File: src/rtl/tclf_pkg.sv
// Shared types and codes of the trace cache lookup and fill core.
`default_nettype none
package tclf_pkg;

    typedef enum logic {
        KIND_PLAIN  = 1'b0,
        KIND_BRANCH = 1'b1
    } kind_t;

    typedef struct packed {
        kind_t       kind;
        logic [31:0] fetch_addr;
        logic        branch_pred;
    } item_t;

    typedef struct packed {
        logic [5:0]  limit;
        logic        seed_load;
        logic [15:0] seed;
    } cfg_t;

    typedef struct packed {
        logic        looked_up;
        logic        hit;
        logic [5:0]  hit_length;
        logic        trace_written;
        logic [7:0]  written_slot;
        logic [5:0]  written_length;
        logic [31:0] hit_total;
        logic [31:0] miss_total;
    } res_t;

    typedef enum logic [2:0] {
        ST_CLEAR,
        ST_IDLE,
        ST_CMT_WR,
        ST_LOOK_RD,
        ST_LOOK_CMP,
        ST_MOD,
        ST_OUT
    } st_t;

    localparam logic [15:0] LFSR_TAPS = 16'hB400;
    localparam int unsigned REG_MAX_INSNS = 0;
    localparam int unsigned REG_LFSR_SEED = 1;

endpackage
`default_nettype wire

File: src/rtl/tclf_if.sv
// Valid/ready channel interfaces for fetched instructions and lookup results.
`default_nettype none
interface tclf_in_if;
    logic        valid;
    logic        ready;
    logic [31:0] fetch_addr;
    logic        is_branch;
    logic        branch_pred;

    modport source (output valid, output fetch_addr, output is_branch, output branch_pred,
                    input ready);
    modport sink (input valid, input fetch_addr, input is_branch, input branch_pred,
                  output ready);
endinterface

`default_nettype wire

File: src/rtl/tclf_front.sv
// Front end: accepts fetched instructions, classifies them and queues them.
`default_nettype none
module tclf_front (
    input  wire logic     clk,
    input  wire logic     rst_n,
    tclf_in_if.sink       fetch,
    input  wire logic     busy_clear,
    output logic          q_valid,
    output tclf_pkg::item_t q_item,
    input  wire logic     q_pop
);
    tclf_pkg::item_t entry_reg [2];
    logic       wr_ptr_reg, wr_ptr_next;
    logic       rd_ptr_reg, rd_ptr_next;
    logic [1:0] count_reg, count_next;
    logic       push;
    tclf_pkg::item_t new_item;

    assign fetch.ready = (count_reg != 2'd2) && !busy_clear;
    assign push = fetch.valid && fetch.ready;
    assign q_valid = (count_reg != 2'd0);
    assign q_item = entry_reg[rd_ptr_reg];

    always_comb
    begin
        new_item.kind = fetch.is_branch ? tclf_pkg::KIND_BRANCH : tclf_pkg::KIND_PLAIN;
        new_item.fetch_addr = fetch.fetch_addr;
        new_item.branch_pred = fetch.branch_pred;
        wr_ptr_next = push ? !wr_ptr_reg : wr_ptr_reg;
        rd_ptr_next = q_pop ? !rd_ptr_reg : rd_ptr_reg;
        count_next = count_reg + 2'(push) - 2'(q_pop);
    end

    always_ff @(posedge clk or negedge rst_n)
    begin
        if (!rst_n)
        begin
            wr_ptr_reg <= 1'b0;
            rd_ptr_reg <= 1'b0;
            count_reg <= 2'd0;
        end
        else
        begin
            wr_ptr_reg <= wr_ptr_next;
            rd_ptr_reg <= rd_ptr_next;
            count_reg <= count_next;
        end
    end

    always_ff @(posedge clk)
    begin
        if (push)
        begin
            entry_reg[wr_ptr_reg] <= new_item;
        end
    end
endmodule
`default_nettype wire

File: src/flat_wrapper.sv
// flat-port wrapper written by rule: the top's interface ports become plain ports
module tclf_front_flat 
  (clk, rst_n, busy_clear, q_valid, q_item, q_pop, fetch_valid, fetch_fetch_addr, fetch_is_branch, fetch_branch_pred, fetch_ready);
  tclf_in_if fetch_i ();
  input  wire logic clk;
  input  wire logic rst_n;
  input  wire logic busy_clear;
  output logic q_valid;
  output tclf_pkg::item_t q_item;
  input  wire logic q_pop;
  input wire logic [$bits(fetch_i.valid)-1:0] fetch_valid;
  input wire logic [$bits(fetch_i.fetch_addr)-1:0] fetch_fetch_addr;
  input wire logic [$bits(fetch_i.is_branch)-1:0] fetch_is_branch;
  input wire logic [$bits(fetch_i.branch_pred)-1:0] fetch_branch_pred;
  output wire logic [$bits(fetch_i.ready)-1:0] fetch_ready;
  assign fetch_i.valid = fetch_valid;
  assign fetch_i.fetch_addr = fetch_fetch_addr;
  assign fetch_i.is_branch = fetch_is_branch;
  assign fetch_i.branch_pred = fetch_branch_pred;
  assign fetch_ready = fetch_i.ready;
  tclf_front u_core (.clk(clk), .rst_n(rst_n), .fetch(fetch_i), .busy_clear(busy_clear), .q_valid(q_valid), .q_item(q_item), .q_pop(q_pop));
endmodule
File: config.mk
export PLATFORM = sky130hd
export DESIGN_NAME = tclf_front_flat
export DESIGN_NICKNAME = d
export VERILOG_FILES = /design/src/rtl/tclf_pkg.sv /design/src/rtl/tclf_if.sv /design/src/rtl/tclf_front.sv /design/src/flat_wrapper.sv
export SDC_FILE = /design/constraint.sdc
export NUM_CORES = 1
export LEC_CHECK = 0
export BUFFER_PORTS_ARGS = -buffer_cell sky130_fd_sc_hd__buf_2
export CORE_ASPECT_RATIO = 0.6
export CORE_MARGIN = 2
export CORE_UTILIZATION = 55
export CTS_BUF_LIST = sky130_fd_sc_hd__clkbuf_2
export DETAILED_ROUTE_END_ITERATION = 10
export PLACE_DENSITY = 0.85
export SKIP_CTS_REPAIR_TIMING = 1
export SYNTH_ARGS = -nofsm -noshare
export SYNTH_HDL_FRONTEND = slang
export SYNTH_SLANG_ARGS = --single-unit
export TNS_END_PERCENT = 1
File: constraint.sdc
create_clock -name clk -period 5.3 [get_ports clk]
set_input_delay 1.325 -clock clk [delete_from_list [all_inputs] [get_ports clk]]
set_output_delay 1.325 -clock clk [all_outputs]
set_load 0.05 [all_outputs]
==> results.env <==
CLOCK_BUFFER_COUNT_FROM_CTS=9
CRITPATHKIND='reg -> out'
CLKTRANSATPATHREGS_NS=0.20
LAYOUT.NETS=248
POWER.SHARE.CLOCK=0.160
SYN_AREA_PER_CELL_UM2=22.3
FILLCELLCOUNT=367
TIGHTEST_SLEW_NS=1.07
CP_DATA_ARRIVAL_TIME_NS=2.24
ROOT_BUFFER='clkbuf_2'
SYNTH_MOST_COMMON_CELL='edfxtp_1'
DPL-INSTANCE-AREA_UM2=3210
CTS_TREE='built'
FIN_TNS_SETUP_NS=0
ROUTE.DETAILED.VIAS_PER_INST=4.92
CP_NUM_BUF_INV=1
GPL.FINAL_WEIGHTED_CONGESTION=0.652
LARGEST_REG_FLOPS=68
ROWS=20
INTERNAL-POWER_uW=1080
RSZ_0062_RAISED_AFTER_GLOBAL_ROUTING='no'
GRT_REMAINING_OVERFLOW=0
DRC=0
POSTLAYOUTCELLAREA_UM2=3320
SYNTH_AREA_LEADERS='edfxtp_1 (73%), mux2_4 (15%), dfrtp_1 (3.6%)'
DRTANTENNAVIOLNETS=0
WIRELENGTH_MM=4.38
ANT_CELLS=0
NUMBER_OF_ENABLE_TYPE_REGISTER_CELLS_IN_THE_SYNTHESIZED_NETLIST=68
SLEW_VIOL_FINAL=0
RESULT_OF_THE_RUN='complete, no violations'
POWER.SEQUENTIAL.FRACTION=0.439
SYNTH_TOP_CELL_AREA_SHARE=0.726
H-TREE-DEPTH=3
CELL_TYPE_GROUP_WITH_THE_LARGEST_TOTAL_DELAY_ON_THE_CRITICAL_PATH='flip-flops'
IR_DROP_mV=0.323
TIMING.CRITICAL_PATH.REQUIRED_NS=3.97
SYN2LAYOUT_AREA_GROWTH_PCT=18.1
DRV.MAX_CAP_VIOLATION_COUNT=0
DETAIL_ROUTE.ITER0.VIOLATIONS=95
SYNTH_AREA_UM2=2810
DR.PASS1.ITERS=4
POWER.SWITCHING_uW=759
CTS_NUM_SINKS=72
BOUNDARYPINS=75
SYNTH_SEQ_CELLS=72
NUMBER_OF_I_O_PORT_BUFFERS=74
MAXIMUM_NUMBER_OF_BUFFERS_FROM_CLOCK_ROOT_TO_SINK=2
FINALCRITICALPERIOD_NS=3.56
GRT_PASS1_VIAS=1359
CRITICAL_PATH.ENDPOINT_TYPE='output port'
SYNTHESIS.NETS=167
WIRE_LENGTH_OF_THE_FIRST_GLOBAL_ROUTING_PASS_MM=6.38
POWER.LEAKAGE_uW=0.00134
CORE_AREA_UM2=5000
VIA_COUNT=1368
GRT_MAX_DEGREE=36
ASYNC_RESET_FF_FRAC=0.0556
SWITCHING_SHARE=0.412
SKEW_NS=0.0179
LAYOUT-DRIVE-GT1-SHARE=0.599
WORST_SLEW_MARGIN_RELATIVE_TO_ITS_LIMIT=0.289
SETUP-VIOLATIONS-FINAL=0
SYNTHDOMINANTAREACELLTYPE='edfxtp_1'
DIE_AREA_UM2=5720
SHARE_COMB_OF_TOTAL_POWER=0.401
SYNTHFLOPTYPE='edfxtp_1'
CLOCK.FMAX_MHz=281
CLK_LATENCY_NS=0.48
INITIAL_CORE_UTIL=0.562
TIMING_HOLD_VIOLATIONS_FINAL=0
ANTENNA_FOUND_INITIAL=0
FLOORPLAN.DIE.HEIGHT_UM=59.4
SYNTHDISTINCTLIBCELLS=17
MULTI_INPUT_GATE_AREA_UM2=598
MIN_PERIOD_OVER_PERIOD=0.672
CP_MAX_FO=35
FF_LATCH_AREA_UM2=2140
DP.FINAL_HPWL_MM=2.95
WORST_PATH_MAX_DELAY_CELL='dfrtp_2'
POSTSYNTHCELLCOUNT=126
ROUTED_WIRE_LENGTH_PER_INSTANCE_UM=15.8
FLOORPLAN.DIE.WIDTH_UM=96.3
GRT_USE_TOTAL=0.163
CRITICAL_PATH.CELL_CHAIN='mux2_2 > buf_2'
YOSYS-TOP-CELLS-COUNT='edfxtp_1 (68), mux2_4 (29), mux2_2 (5)'
YOSYSWARNINGCOUNT=0
SEQUENTIAL_SHARE_OF_THE_SYNTHESIZED_AREA=0.761
MIN-DELAY-PATH-CLASS='reg -> reg'
WORSTSETUPSTARTPOINTTYPE='flop'
POWER.DENSITY_nW_PER_UM2=555
DELAY_CONTRIBUTED_BY_THE_SLOWEST_STAGE_OF_THE_CRITICAL_PATH_NS=1.12
==> final timing paths <==
path	slack (ns)	cells past startpoint	end	start
min reg2reg	0.55	1	u_core.count_reg[1]	u_core.count_reg[1]
max in group asynchronous	4.56	1	u_core.count_reg[1]	rst_n
min in group asynchronous	0.60	1	u_core.wr_ptr_reg	rst_n
max reg2reg	3.47	3	u_core.entry_reg[0][12]	u_core.count_reg[1]
max	1.74	2	q_item[1]	u_core.rd_ptr_reg
min	0.55	1	u_core.count_reg[1]	u_core.count_reg[1]
==> area by class of cell <==
class                      instances  share of cell area
tap                               66              0.0249
inverter                           3             0.00339
timing repair buffer              74               0.111
multi-input combinational         47               0.180
clock inverter                     7              0.0215
sequential                        72               0.645
clock buffer                       9              0.0136
==> stage by stage <==
stage          hold slack [ns]  setup WS, ns  total power (uW)  instances  utilization
6_report                 0.555          1.74              1840        278        0.664
5_1_grt                  0.521          1.55              1930        278        0.664
4_1_cts                  0.558          1.66              1860        278        0.664
3_5_place_dp             0.534          2.16              1570        262        0.641
3_3_place_gp             0.518          2.19              1560        262        0.641
2_1_floorplan            0.460          1.87              1470        126            -
==> cell families after synthesis <==
logic type      after synthesis  synth area share
xor+xnor                      4            0.0125
simple gates                  6            0.0116
fa+ha+maj                     2           0.00889
mux                          34             0.175
compound gates                1           0.00178
buf+inv                       7            0.0293
flops                        72             0.761
==> routing by layer <==
| metal | routed length (um) | vias up | track usage |
|---|---|---|---|
| li1 | - | 646 | - |
| met1 | 1840 | 667 | 0.183 |
| met2 | 2070 | 55 | 0.264 |
| met3 | 476 | 0 | 0.107 |
| met4 | 0 | 0 | 0.0362 |
| met5 | 0 | - | 0 |
==> cells in the final DEF, fill, tap and decap left out, types with 2 or more instances in the layout <==
master      instances
clkinvlp_4          2
buf_2              74
xnor2_1             3
dfrtp_1             3
ha_1                2
mux2_2              5
mux2_4             29
inv_1               3
edfxtp_1           68
clkbuf_2            9
==> power by group through the flow <==
stage                     Sequential (uW)  Clock [uW]  Combinational (uW)
after floorplan                       746           0                 724
after global placement                819           0                 739
after detailed placement              826           0                 745
after CTS                             813         304                 748
after global routing                  823         332                 775
final                                 810         295                 739
Note: power is estimated with default switching activity, not from simulation.
